File: config.mk
export PLATFORM = sky130hd
export DESIGN_NAME = led_strip_frame_buffer_engine_core_flat
export DESIGN_NICKNAME = d
export VERILOG_FILES = /design/src/hw/rtl/lsfbe_pkg.sv /design/src/hw/rtl/lsfbe_ifs.sv /design/src/hw/rtl/led_strip_frame_buffer_engine_core.sv /design/src/flat_wrapper.sv
export VERILOG_INCLUDE_DIRS = /design/src /design/src/hw/rtl
export SDC_FILE = /design/constraint.sdc
export NUM_CORES = 2
export LEC_CHECK = 0
export ABC_AREA = 0
export BUFFER_PORTS_ARGS = -buffer_cell sky130_fd_sc_hd__buf_2
export CAP_MARGIN = 0
export CORE_AREA = 2 2 446 448
export DETAILED_ROUTE_END_ITERATION = 7
export DIE_AREA = 0 0 448 450
export GPL_ROUTABILITY_DRIVEN = 1
export PLACE_DENSITY_LB_ADDON = 0.2
export SYNTH_ARGS = -nofsm -noshare
export SYNTH_HDL_FRONTEND = slang
export SYNTH_SLANG_ARGS = --single-unit
File: constraint.sdc
create_clock -name clk -period 16.8 [get_ports clk]
set_input_delay 0.84 -clock clk [delete_from_list [all_inputs] [get_ports clk]]
set_output_delay 0.84 -clock clk [all_outputs]
set_load 0.02 [all_outputs]
File: src/hw/rtl/led_strip_frame_buffer_engine_core_defines.svh
// Assertion helpers for the LED strip engine.
`ifndef LED_STRIP_FRAME_BUFFER_ENGINE_CORE_DEFINES_SVH
`define LED_STRIP_FRAME_BUFFER_ENGINE_CORE_DEFINES_SVH

// Same-cycle implication, sampled on clk and idle while rst_n is low.
`define LSFBE_ASSERT_IMPL(name, cond, prop) \
    name: assert property (@(posedge clk) disable iff (!rst_n) (cond) |-> (prop)) \
        else $error("lsfbe check failed");

// Next-cycle implication, sampled on clk and idle while rst_n is low.
`define LSFBE_ASSERT_NEXT(name, cond, prop) \
    name: assert property (@(posedge clk) disable iff (!rst_n) (cond) |=> (prop)) \
        else $error("lsfbe check failed");

`endif

File: src/hw/rtl/lsfbe_pkg.sv
package lsfbe_pkg;

    localparam int LED_COUNT_DEF = 32;
    localparam int IDX_W         = 8;
    localparam int DIV_STEPS     = 8;

    localparam logic [7:0]  HEAD_MARK  = 8'hE0;
    localparam logic [31:0] START_WORD = 32'h0000_0000;
    localparam logic [31:0] END_WORD   = 32'hFFFF_FFFF;
    localparam logic [7:0]  LEVEL_MAX  = 8'hFF;

    typedef enum logic [2:0] {
        REQ_SET_RANGE    = 3'd0,
        REQ_SHIFT_ENDS   = 3'd1,
        REQ_SHIFT_CENTER = 3'd2,
        REQ_FADE         = 3'd3,
        REQ_CLOUD        = 3'd4,
        REQ_SEND_FRAME   = 3'd5
    } req_code_t;

    typedef struct packed {
        logic [2:0]        req_type;
        logic [5:0]        range_first;
        logic [5:0]        range_last;
        logic              direction;
        logic [8:0]        fade_factor;
        logic signed [7:0] cloud_center;
        logic [4:0]        cloud_width;
        logic [7:0]        red_level;
        logic [7:0]        green_level;
        logic [7:0]        blue_level;
    } req_t;

    typedef struct packed {
        logic [31:0] frame_word;
        logic        last_word;
    } word_t;

    typedef enum logic [3:0] {
        ST_IDLE,
        ST_SEG_LOAD,
        ST_CHECK,
        ST_DIV,
        ST_READ,
        ST_WRITE,
        ST_F_START,
        ST_F_READ,
        ST_F_LOAD,
        ST_F_END
    } state_t;

    typedef enum logic [1:0] {
        K_COPY,
        K_PUT,
        K_FADE,
        K_BLEND
    } kind_t;

    // Exact floor(x / 255) for x up to 255 * 255.
    function automatic logic [7:0] div255(input logic [15:0] x);
        logic [16:0] t;
        t = 17'(x) + 17'(x >> 8) + 17'd1;
        return t[15:8];
    endfunction

    // old * f / 256 + col * (256 - f) / 256, each quotient toward zero, clamped.
    function automatic logic [7:0] fade_one(input logic [7:0] old, input logic [8:0] f,
                                            input logic [7:0] col);
        logic [16:0]        pa;
        logic signed [9:0]  nw;
        logic signed [18:0] pb;
        logic [18:0]        mag;
        logic [10:0]        mq;
        logic signed [10:0] qb;
        logic signed [11:0] s;
        pa  = 17'(old) * 17'(f);
        nw  = 10'sd256 - $signed({1'b0, f});
        pb  = 19'($signed({1'b0, col})) * 19'(nw);
        mag = pb[18] ? 19'(-pb) : 19'(pb);
        mq  = 11'(mag >> 8);
        qb  = pb[18] ? -$signed(mq) : $signed(mq);
        s   = $signed({3'b000, pa[16:8]}) + 12'(qb);
        if (s < 0) begin
            return 8'd0;
        end
        if (s > 12'sd255) begin
            return LEVEL_MAX;
        end
        return s[7:0];
    endfunction

    function automatic logic [7:0] blend_one(input logic [7:0] col, input logic [7:0] w,
                                             input logic [7:0] old);
        logic [15:0] p1;
        logic [15:0] p2;
        p1 = 16'(col) * 16'(w);
        p2 = 16'(old) * 16'(LEVEL_MAX - w);
        if (w == 8'd0) begin
            return old;
        end
        if (w == LEVEL_MAX) begin
            return col;
        end
        return div255(p1) + div255(p2);
    endfunction

endpackage

File: src/hw/rtl/lsfbe_ifs.sv
interface lsfbe_req_if;
    import lsfbe_pkg::*;
    logic valid;
    logic ready;
    req_t data;
    modport source (output valid, output data, input ready);
    modport sink (input valid, input data, output ready);
endinterface

interface lsfbe_word_if;
    import lsfbe_pkg::*;
    logic  valid;
    logic  ready;
    word_t data;
    modport source (output valid, output data, input ready);
    modport sink (input valid, input data, output ready);
endinterface

File: src/hw/rtl/led_strip_frame_buffer_engine_core.sv
// Channel   | Dir | Carries
// req       | in  | one request word: operation code, range, direction, fade, cloud, colour
// frame     | out | one 32-bit frame word with a last_word flag
// cfg_we    | in  | write strobe for the five-bit global brightness (cfg_wdata)
//
// Requests are taken one at a time; ready is high only while the engine is idle.
// Each LED touched passes through an index check, a memory read and a write back; a cloud LED
// first adds the bit-serial weight division, which runs before the memory read.
// A frame takes LED_COUNT + 2 words; each LED word is read from memory before it is loaded.
// Reset clears the per-LED valid bits at once, so the strip reads as black; no sweep.
// A stalled frame word holds the sequencer; a new request is taken while the end word waits.
`include "led_strip_frame_buffer_engine_core_defines.svh"

module led_strip_frame_buffer_engine_core #(
    parameter int LED_COUNT = lsfbe_pkg::LED_COUNT_DEF
) (
    input  logic         clk,
    input  logic         rst_n,
    input  logic         cfg_we,
    input  logic [4:0]   cfg_wdata,
    lsfbe_req_if.sink    req,
    lsfbe_word_if.source frame
);
    import lsfbe_pkg::*;

    localparam int AW     = (LED_COUNT > 1) ? $clog2(LED_COUNT) : 1;
    localparam int CENTER = LED_COUNT / 2;
    localparam logic signed [IDX_W-1:0] I_LAST   = IDX_W'(LED_COUNT - 1);
    localparam logic signed [IDX_W-1:0] I_LAST2  = IDX_W'(LED_COUNT - 2);
    localparam logic signed [IDX_W-1:0] I_CENTER = IDX_W'(CENTER);
    localparam logic signed [IDX_W-1:0] I_CUP    = IDX_W'(CENTER + 1);
    localparam logic signed [IDX_W-1:0] I_CDN    = IDX_W'(CENTER - 1);

    state_t                   state_reg, state_next;
    logic [2:0]               sub_reg, sub_next;
    logic signed [IDX_W-1:0]  idx_reg, idx_next;
    req_t                     cmd_reg, cmd_next;
    logic [4:0]               gb_reg;
    logic [17:0]              rem_reg, rem_next;
    logic [17:0]              den_reg, den_next;
    logic [7:0]               quo_reg, quo_next;
    logic [2:0]               cnt_reg, cnt_next;
    word_t                    out_reg;
    logic                     out_valid_reg;

    logic [23:0]              mem [LED_COUNT];
    logic [LED_COUNT-1:0]     valid_reg;
    logic [23:0]              rd_data_reg;
    logic                     rd_valid_reg;

    // Segment descriptor of the current request and sub-loop.
    logic                     seg_ok;
    logic signed [IDX_W-1:0]  seg_start, seg_lim;
    logic                     seg_down;
    kind_t                    seg_kind;
    logic signed [1:0]        seg_off;

    logic signed [9:0]        cl_lo, cl_hi, pos10, w2;
    logic signed [IDX_W-1:0]  set_lim, cl_start, cl_lim;
    logic                     in_range;
    logic                     out_free;
    logic                     out_load;
    word_t                    out_word;
    logic                     rd_en, wr_en;
    logic [AW-1:0]            rd_addr, wr_addr;
    logic signed [IDX_W-1:0]  rd_idx;
    logic [23:0]              old_rgb, wr_data, colour;
    logic signed [8:0]        q;
    logic [17:0]              qq, ww, num_init, den_init;
    logic [24:0]              trial;

    assign colour = {cmd_reg.red_level, cmd_reg.green_level, cmd_reg.blue_level};
    assign old_rgb = rd_valid_reg ? rd_data_reg : 24'd0;

    always_comb
    begin
        pos10    = 10'(cmd_reg.cloud_center);
        w2       = $signed({4'b0000, cmd_reg.cloud_width, 1'b0});
        cl_lo    = pos10 - w2;
        cl_hi    = pos10 + w2;
        cl_start = (cl_lo < 0) ? IDX_W'(0) : IDX_W'(cl_lo);
        cl_lim   = (cl_hi > 10'(I_LAST)) ? I_LAST : IDX_W'(cl_hi);
        set_lim  = ($signed({2'b00, cmd_reg.range_last}) > I_LAST) ? I_LAST
                   : $signed({2'b00, cmd_reg.range_last});
    end

    always_comb
    begin
        seg_ok    = 1'b0;
        seg_start = '0;
        seg_lim   = '0;
        seg_down  = 1'b0;
        seg_kind  = K_PUT;
        seg_off   = 2'sd0;
        case (cmd_reg.req_type)
            REQ_SET_RANGE:
            begin
                seg_ok    = (sub_reg == 3'd0);
                seg_start = $signed({2'b00, cmd_reg.range_first});
                seg_lim   = set_lim;
            end
            REQ_SHIFT_ENDS:
            begin
                seg_ok = (sub_reg <= 3'd1);
                if (cmd_reg.direction) begin
                    if (sub_reg == 3'd0) begin
                        seg_start = I_LAST;
                        seg_lim   = IDX_W'(1);
                        seg_down  = 1'b1;
                        seg_kind  = K_COPY;
                        seg_off   = -2'sd1;
                    end
                end else begin
                    if (sub_reg == 3'd0) begin
                        seg_lim  = I_LAST2;
                        seg_kind = K_COPY;
                        seg_off  = 2'sd1;
                    end else begin
                        seg_start = I_LAST;
                        seg_lim   = I_LAST;
                    end
                end
            end
            REQ_SHIFT_CENTER:
            begin
                if (cmd_reg.direction) begin
                    seg_ok = (sub_reg <= 3'd2);
                    case (sub_reg)
                        3'd0:
                        begin
                            seg_start = I_LAST;
                            seg_lim   = I_CUP;
                            seg_down  = 1'b1;
                            seg_kind  = K_COPY;
                            seg_off   = -2'sd1;
                        end
                        3'd1:
                        begin
                            seg_lim  = I_CDN;
                            seg_kind = K_COPY;
                            seg_off  = 2'sd1;
                        end
                        default:
                        begin
                            seg_start = I_CENTER;
                            seg_lim   = I_CENTER;
                        end
                    endcase
                end else begin
                    seg_ok = (sub_reg <= 3'd3);
                    case (sub_reg)
                        3'd0:
                        begin
                            seg_start = I_CENTER;
                            seg_lim   = I_LAST2;
                            seg_kind  = K_COPY;
                            seg_off   = 2'sd1;
                        end
                        3'd1:
                        begin
                            seg_start = I_CENTER;
                            seg_lim   = IDX_W'(1);
                            seg_down  = 1'b1;
                            seg_kind  = K_COPY;
                            seg_off   = -2'sd1;
                        end
                        3'd2:
                        begin
                            seg_lim = '0;
                        end
                        default:
                        begin
                            seg_start = I_LAST;
                            seg_lim   = I_LAST;
                        end
                    endcase
                end
            end
            REQ_FADE:
            begin
                seg_ok   = (sub_reg == 3'd0);
                seg_lim  = I_LAST;
                seg_kind = K_FADE;
            end
            REQ_CLOUD:
            begin
                seg_ok    = (sub_reg == 3'd0) && (cmd_reg.cloud_width != 5'd0);
                seg_start = cl_start;
                seg_lim   = cl_lim;
                seg_kind  = K_BLEND;
            end
            default:
            begin
                seg_ok = 1'b0;
            end
        endcase
    end

    assign in_range = seg_down ? (idx_reg >= seg_lim) : (idx_reg <= seg_lim);
    assign out_free = !out_valid_reg || frame.ready;

    // Cloud weight operands: width^2 * 255 over 5 * q^2 + width^2.
    always_comb
    begin
        q        = 9'(idx_reg) - 9'(cmd_reg.cloud_center);
        qq       = 18'(q) * 18'(q);
        ww       = 18'(cmd_reg.cloud_width) * 18'(cmd_reg.cloud_width);
        num_init = (ww << 8) - ww;
        den_init = (qq << 2) + qq + ww;
        trial    = 25'(den_reg) << cnt_reg;
    end

    always_comb
    begin
        state_next = state_reg;
        sub_next   = sub_reg;
        idx_next   = idx_reg;
        cmd_next   = cmd_reg;
        rem_next   = rem_reg;
        den_next   = den_reg;
        quo_next   = quo_reg;
        cnt_next   = cnt_reg;
        case (state_reg)
            ST_IDLE:
            begin
                if (req.valid) begin
                    cmd_next = req.data;
                    sub_next = 3'd0;
                    idx_next = '0;
                    if (req.data.req_type == REQ_SEND_FRAME) begin
                        state_next = ST_F_START;
                    end else begin
                        state_next = ST_SEG_LOAD;
                    end
                end
            end
            ST_SEG_LOAD:
            begin
                if (seg_ok) begin
                    idx_next   = seg_start;
                    state_next = ST_CHECK;
                end else begin
                    state_next = ST_IDLE;
                end
            end
            ST_CHECK:
            begin
                if (!in_range) begin
                    sub_next   = sub_reg + 3'd1;
                    state_next = ST_SEG_LOAD;
                end else if (seg_kind == K_BLEND) begin
                    rem_next   = num_init;
                    den_next   = den_init;
                    quo_next   = '0;
                    cnt_next   = 3'(DIV_STEPS - 1);
                    state_next = ST_DIV;
                end else begin
                    state_next = ST_READ;
                end
            end
            ST_DIV:
            begin
                if (25'(rem_reg) >= trial) begin
                    rem_next          = rem_reg - trial[17:0];
                    quo_next[cnt_reg] = 1'b1;
                end
                cnt_next = cnt_reg - 3'd1;
                if (cnt_reg == 3'd0) begin
                    state_next = ST_READ;
                end
            end
            ST_READ:
            begin
                state_next = ST_WRITE;
            end
            ST_WRITE:
            begin
                idx_next   = seg_down ? idx_reg - IDX_W'(1) : idx_reg + IDX_W'(1);
                state_next = ST_CHECK;
            end
            ST_F_START:
            begin
                if (out_free) begin
                    state_next = ST_F_READ;
                end
            end
            ST_F_READ:
            begin
                state_next = ST_F_LOAD;
            end
            ST_F_LOAD:
            begin
                if (out_free) begin
                    if (idx_reg == I_LAST) begin
                        state_next = ST_F_END;
                    end else begin
                        idx_next   = idx_reg + IDX_W'(1);
                        state_next = ST_F_READ;
                    end
                end
            end
            ST_F_END:
            begin
                if (out_free) begin
                    state_next = ST_IDLE;
                end
            end
            default:
            begin
                state_next = ST_IDLE;
            end
        endcase
    end

    always_comb
    begin
        req.ready = (state_reg == ST_IDLE);
        rd_en     = (state_reg == ST_READ) || (state_reg == ST_F_READ);
        rd_idx    = (state_reg == ST_READ) ? idx_reg + IDX_W'(seg_off) : idx_reg;
        rd_addr   = rd_idx[AW-1:0];
        wr_en     = (state_reg == ST_WRITE);
        wr_addr   = idx_reg[AW-1:0];
        case (seg_kind)
            K_COPY:  wr_data = old_rgb;
            K_PUT:   wr_data = colour;
            K_FADE:  wr_data = {fade_one(old_rgb[23:16], cmd_reg.fade_factor, colour[23:16]),
                                fade_one(old_rgb[15:8], cmd_reg.fade_factor, colour[15:8]),
                                fade_one(old_rgb[7:0], cmd_reg.fade_factor, colour[7:0])};
            K_BLEND: wr_data = {blend_one(colour[23:16], quo_reg, old_rgb[23:16]),
                                blend_one(colour[15:8], quo_reg, old_rgb[15:8]),
                                blend_one(colour[7:0], quo_reg, old_rgb[7:0])};
            default: wr_data = old_rgb;
        endcase
        out_load = 1'b0;
        out_word = '{frame_word: START_WORD, last_word: 1'b0};
        case (state_reg)
            ST_F_START:
            begin
                out_load = out_free;
            end
            ST_F_LOAD:
            begin
                out_load = out_free;
                out_word = '{frame_word: {HEAD_MARK | {3'b000, gb_reg}, old_rgb[7:0],
                                          old_rgb[15:8], old_rgb[23:16]},
                             last_word: 1'b0};
            end
            ST_F_END:
            begin
                out_load = out_free;
                out_word = '{frame_word: END_WORD, last_word: 1'b1};
            end
            default:
            begin
                out_load = 1'b0;
            end
        endcase
    end

    assign frame.valid = out_valid_reg;
    assign frame.data  = out_reg;

    always_ff @(posedge clk or negedge rst_n)
    begin
        if (!rst_n) begin
            state_reg     <= ST_IDLE;
            sub_reg       <= '0;
            idx_reg       <= '0;
            gb_reg        <= 5'd1;
            out_valid_reg <= 1'b0;
            cnt_reg       <= '0;
            valid_reg     <= '0;
        end else begin
            state_reg <= state_next;
            sub_reg   <= sub_next;
            idx_reg   <= idx_next;
            cnt_reg   <= cnt_next;
            if (cfg_we) begin
                gb_reg <= cfg_wdata;
            end
            if (out_load) begin
                out_valid_reg <= 1'b1;
            end else if (frame.ready) begin
                out_valid_reg <= 1'b0;
            end
            if (wr_en) begin
                valid_reg[wr_addr] <= 1'b1;
            end
        end
    end

    always_ff @(posedge clk)
    begin
        cmd_reg <= cmd_next;
        rem_reg <= rem_next;
        den_reg <= den_next;
        quo_reg <= quo_next;
        if (out_load) begin
            out_reg <= out_word;
        end
    end

    // LED colour memory, one word of red, green and blue per LED.
    always_ff @(posedge clk)
    begin
        if (wr_en) begin
            mem[wr_addr] <= wr_data;
        end
        if (rd_en) begin
            rd_data_reg  <= mem[rd_addr];
            rd_valid_reg <= valid_reg[rd_addr];
        end
    end

    `LSFBE_ASSERT_IMPL(a_write_in_strip, state_reg == ST_WRITE, idx_reg >= 0 && idx_reg <= I_LAST)
    `LSFBE_ASSERT_NEXT(a_div_done, state_reg == ST_DIV && cnt_reg == 3'd0, state_reg == ST_READ)
    `LSFBE_ASSERT_IMPL(a_end_word_after_frame, frame.valid && frame.ready && frame.data.last_word, state_reg != ST_F_READ && state_reg != ST_F_LOAD && state_reg != ST_F_END)

endmodule
File: src/flat_wrapper.sv
// flat-port wrapper written by rule: the top's interface ports become plain ports
module led_strip_frame_buffer_engine_core_flat import lsfbe_pkg::*;
#(
    parameter int LED_COUNT = lsfbe_pkg::LED_COUNT_DEF
)
  (clk, rst_n, cfg_we, cfg_wdata, req_valid, req_data, req_ready, frame_valid, frame_data, frame_ready);
  lsfbe_req_if req_i ();
  lsfbe_word_if frame_i ();
  input  logic clk;
  input  logic rst_n;
  input  logic cfg_we;
  input  logic [4:0] cfg_wdata;
  input wire logic [$bits(req_i.valid)-1:0] req_valid;
  input wire logic [$bits(req_i.data)-1:0] req_data;
  output wire logic [$bits(req_i.ready)-1:0] req_ready;
  output wire logic [$bits(frame_i.valid)-1:0] frame_valid;
  output wire logic [$bits(frame_i.data)-1:0] frame_data;
  input wire logic [$bits(frame_i.ready)-1:0] frame_ready;
  assign req_i.valid = req_valid;
  assign req_i.data = req_data;
  assign req_ready = req_i.ready;
  assign frame_valid = frame_i.valid;
  assign frame_data = frame_i.data;
  assign frame_i.ready = frame_ready;
  led_strip_frame_buffer_engine_core #(.LED_COUNT(LED_COUNT)) u_core (.clk(clk), .rst_n(rst_n), .cfg_we(cfg_we), .cfg_wdata(cfg_wdata), .req(req_i), .frame(frame_i));
endmodule
==> run_summary.xml <==
<?xml version="1.0" encoding="UTF-8"?>
<metrics>
  <group name="floorplanning">
    <metric name="start_util" unit="">0.3986</metric>
    <metric name="core.rowCount" unit="">163</metric>
    <metric name="fp.coreArea" unit="sq um">196600</metric>
    <metric name="num_io_pins" unit="">107</metric>
    <metric name="dieHeight" unit="um">450</metric>
    <metric name="fp.dieArea" unit="sq um">201600</metric>
    <metric name="die_w" unit="um">448</metric>
  </group>
  <group name="clocking">
    <metric name="cts_tree" unit="">built</metric>
    <metric name="htreeDepth" unit="">3</metric>
    <metric name="tritoncts_num_sinks" unit="">986</metric>
    <metric name="post-cts-setup-buffer-count" unit="">0</metric>
    <metric name="cts_root_buffer" unit="">clkbuf_16</metric>
    <metric name="hold_bufs_inserted_after_cts" unit="">0</metric>
    <metric name="clock_latency" unit="ps">790</metric>
    <metric name="tritoncts_buffer_count" unit="">104</metric>
    <metric name="clockBufferDepth" unit="">3</metric>
    <metric name="post_cts_resized" unit="">0</metric>
    <metric name="clkTransAtPathRegs" unit="ps">80</metric>
  </group>
  <group name="synth">
    <metric name="synth_async_sr_flop_share" unit="">0.05680</metric>
    <metric name="synth_top_area_frac" unit="">0.3564</metric>
    <metric name="synthesis.area" unit="sq um">78360</metric>
    <metric name="yosys-top-cells-count" unit="">930 x edfxtp_1, 861 x inv_1, 670 x ha_1</metric>
    <metric name="ys_types" unit="">87</metric>
    <metric name="seq_area_frac_synth" unit="">0.3743</metric>
    <metric name="syn_inst" unit="">6874</metric>
    <metric name="yosysWarningCount" unit="">0</metric>
    <metric name="synth_top_area_cell" unit="">edfxtp_1</metric>
    <metric name="synth.most_common_cell" unit="">edfxtp_1</metric>
    <metric name="dominantRegCellSynth" unit="">edfxtp_1</metric>
    <metric name="number_of_synthesized_register_bits" unit="">986</metric>
    <metric name="synth_edf_count" unit="">930</metric>
    <metric name="netlist_top_cells_area" unit="">edfxtp_1 36%, fa_1 16%, ha_1 11%, mux4_2 6.0%, inv_1 4.1%</metric>
    <metric name="postSynthNetCount" unit="">8224</metric>
    <metric name="mean_post_synth_cell_area" unit="sq um">11.40</metric>
  </group>
  <group name="worst_hold_path">
    <metric name="holdPathStages" unit="">1</metric>
    <metric name="timing.hold.worst.class" unit="">primary input to flop</metric>
    <metric name="min_delay_worst_endpoint" unit="">u_core.cmd_reg[11]</metric>
    <metric name="holdCritStartpoint" unit="">req_data[11]</metric>
  </group>
  <group name="placement">
    <metric name="gp_congestion" unit="">0.8784</metric>
    <metric name="placedCellCount" unit="">9440</metric>
    <metric name="place_hpwl" unit="um">147000</metric>
    <metric name="port_buffers" unit="">106</metric>
  </group>
  <group name="grt">
    <metric name="global_route_wire_length_before_repair" unit="um">329800</metric>
    <metric name="grt.overflow.total" unit="">0</metric>
    <metric name="gr-usage-all-layers" unit="">0.2158</metric>
    <metric name="grt_pass1_vias" unit="">53870</metric>
    <metric name="maximum_number_of_pins_on_one_net_before_global_route_repair" unit="">137</metric>
    <metric name="grt_antenna_before_repair" unit="">5</metric>
  </group>
  <group name="route">
    <metric name="dr_wl_met3" unit="um">11650</metric>
    <metric name="avgViaCountPerCell" unit="">5.424</metric>
    <metric name="final_antenna_net_count" unit="">0</metric>
    <metric name="detailedRoute.firstIterationViolations" unit="">4295</metric>
    <metric name="iteration_count_of_the_initial_detailed_routing_pass" unit="">7</metric>
    <metric name="detail_route.wirelength.met1" unit="um">95250</metric>
    <metric name="drt_drc_violations_left" unit="">0</metric>
    <metric name="via_count_of_the_routed_design" unit="">52290</metric>
    <metric name="highest_routing_layer_actually_used" unit="">met5</metric>
    <metric name="wl_met2" unit="um">104000</metric>
    <metric name="routed_wl" unit="um">215600</metric>
    <metric name="routedWlPerCell" unit="um">22.37</metric>
  </group>
  <group name="status">
    <metric name="outcome" unit="">completed</metric>
  </group>
  <group name="critical_path">
    <metric name="endpoint_kind" unit="">flop</metric>
    <metric name="setup.worst_path.class" unit="">flop to flop</metric>
    <metric name="critPathMostFrequentCell" unit="">inv_1</metric>
    <metric name="regToRegSetupSlack" unit="ps">4070</metric>
    <metric name="slowest_stage" unit="">a21oi_2</metric>
    <metric name="r2r_end" unit="">u_core.mem[12][8]</metric>
    <metric name="cp_max_fo" unit="">32</metric>
    <metric name="worst_r2r_path_depth" unit="">38</metric>
    <metric name="timing.rr.start" unit="">u_core.cmd_reg[37]</metric>
    <metric name="timing.critical_path.required" unit="ps">17170</metric>
    <metric name="critPathArrivalTime" unit="ps">13100</metric>
    <metric name="critical_path.max_stage_delay" unit="ps">940</metric>
    <metric name="start_kind" unit="">flop</metric>
  </group>
  <group name="sta">
    <metric name="fin_crit_sh" unit="">0.7579</metric>
    <metric name="max_clock_freq" unit="MHz">78.53</metric>
    <metric name="timing.slew.headroom" unit="">0.09634</metric>
    <metric name="worst_slew_pin_slew" unit="ps">1352</metric>
    <metric name="finalSetupViolations" unit="">0</metric>
    <metric name="period_needed" unit="ps">12730</metric>
    <metric name="finalClockSkew" unit="ps">83.73</metric>
    <metric name="timing.setup.tns" unit="ps">0</metric>
    <metric name="final-max-slew-violation-count" unit="">0</metric>
    <metric name="final-hold-violation-count" unit="">0</metric>
    <metric name="rsz0062_at_grt" unit="">no</metric>
  </group>
  <group name="final_layout">
    <metric name="numnets_final" unit="">8258</metric>
    <metric name="final_layout_size_suffix_gt1_frac" unit="">0.1103</metric>
    <metric name="largest_register_ffs" unit="">768</metric>
    <metric name="finished_layout_cells" unit="">9640</metric>
    <metric name="area_added_between_synthesis_and_finish" unit="%">9.593</metric>
  </group>
  <group name="job">
    <metric name="max_cap_violations" unit="">0</metric>
  </group>
</metrics>
==> cell families (layout without fill, tap and decap cells) <==
group	after synthesis	after routing	synth area share
AND/OR/NAND/NOR	1817	1817	0.1139
adder cells (fa/ha/maj)	1278	1278	0.2623
buffers and inverters	1177	1299	0.05659
flip-flops	986	986	0.3743
AO/OA/AOI/OAI	943	943	0.07784
XOR/XNOR	340	340	0.03835
multiplexers	333	333	0.07669
other	0	4	0
==> final cells by class <==
| cell class | instances | area, sq um |
|---|---|---|
| Clock inverter | 62 | 645.6 |
| Tap cell | 2640 | 3303 |
| Timing Repair Buffer | 242 | 1575 |
| Fill cell | 18480 | 110700 |
| Multi-Input combinational cell | 4711 | 45000 |
| Antenna cell | 4 | 10.01 |
| Sequential cell | 986 | 29330 |
| Clock buffer | 132 | 2770 |
| Inverter | 863 | 3242 |
==> critical path, delay by kind of cell, from the launching register on <==
kind,cells,cell delay (ps)
compound gates,11,3350
fa+ha+maj,8,3290
simple gates,8,2260
xor+xnor,4,1560
buf+inv,7,1440
flops,1,370
==> routing by layer <==
| layer | GRT usage | up-vias |
|---|---|---|
| li1 | - | 23870 |
| met1 | 0.2980 | 26830 |
| met2 | 0.3595 | 1352 |
| met3 | 0.03088 | 237 |
| met4 | 0.04798 | 4 |
| met5 | 0 | - |
==> stage by stage <==
step | utilization | hold WS (ps) | worst slack, ps | area, sq um
final | 0.4368 | 218.0 | 4066 | 85880
after global routing | 0.4368 | 167.3 | 3207 | 85870
after CTS | 0.4365 | 122.3 | 3990 | 85810
after detailed placement | 0.4191 | 447.7 | 4075 | 82390
after global placement | 0.4191 | 444.7 | 4267 | 82390
after floorplan | - | 433.7 | 6002 | 78360
==> worst max-delay path by stage <==
stage | from | to | slack [ps] | cells after the start
final | u_core.cmd_reg[37] | u_core.mem[12][8] | 4070 | 38
after global routing | u_core.cmd_reg[37] | u_core.mem[11][8] | 3210 | 38
after CTS | u_core.cmd_reg[37] | u_core.mem[6][9] | 3990 | 38
after detailed placement | u_core.cmd_reg[37] | u_core.mem[4][9] | 4070 | 38
after global placement | u_core.cmd_reg[37] | u_core.mem[4][9] | 4270 | 38
after floorplan | u_core.cmd_reg[37] | u_core.mem[0][16] | 6000 | 41
==> cells in the final DEF (no fill, tap or decap), drive strengths merged, types with 39 or more instances in the layout <==
master    n
xor2    114
xnor2   224
clkinv   43
edfxtp  930
mux4    210
nand3    62
nor2    418
a21o     80
or2      49
buf     242
o21bai   46
a211oi   62
ha      670
a21oi   294
clkbuf  132
nor2b    77
and2    262
nand2   546
and3     88
nor3     63
o21ai   170
dfrtp    55
nand2b  123
mux2i    84
inv     875
o21a     50
fa      608
mux2     39
Power is left out: the tool's default activity adds up to more than one toggle a clock period on the data nets, which glitch-free logic cannot reach.
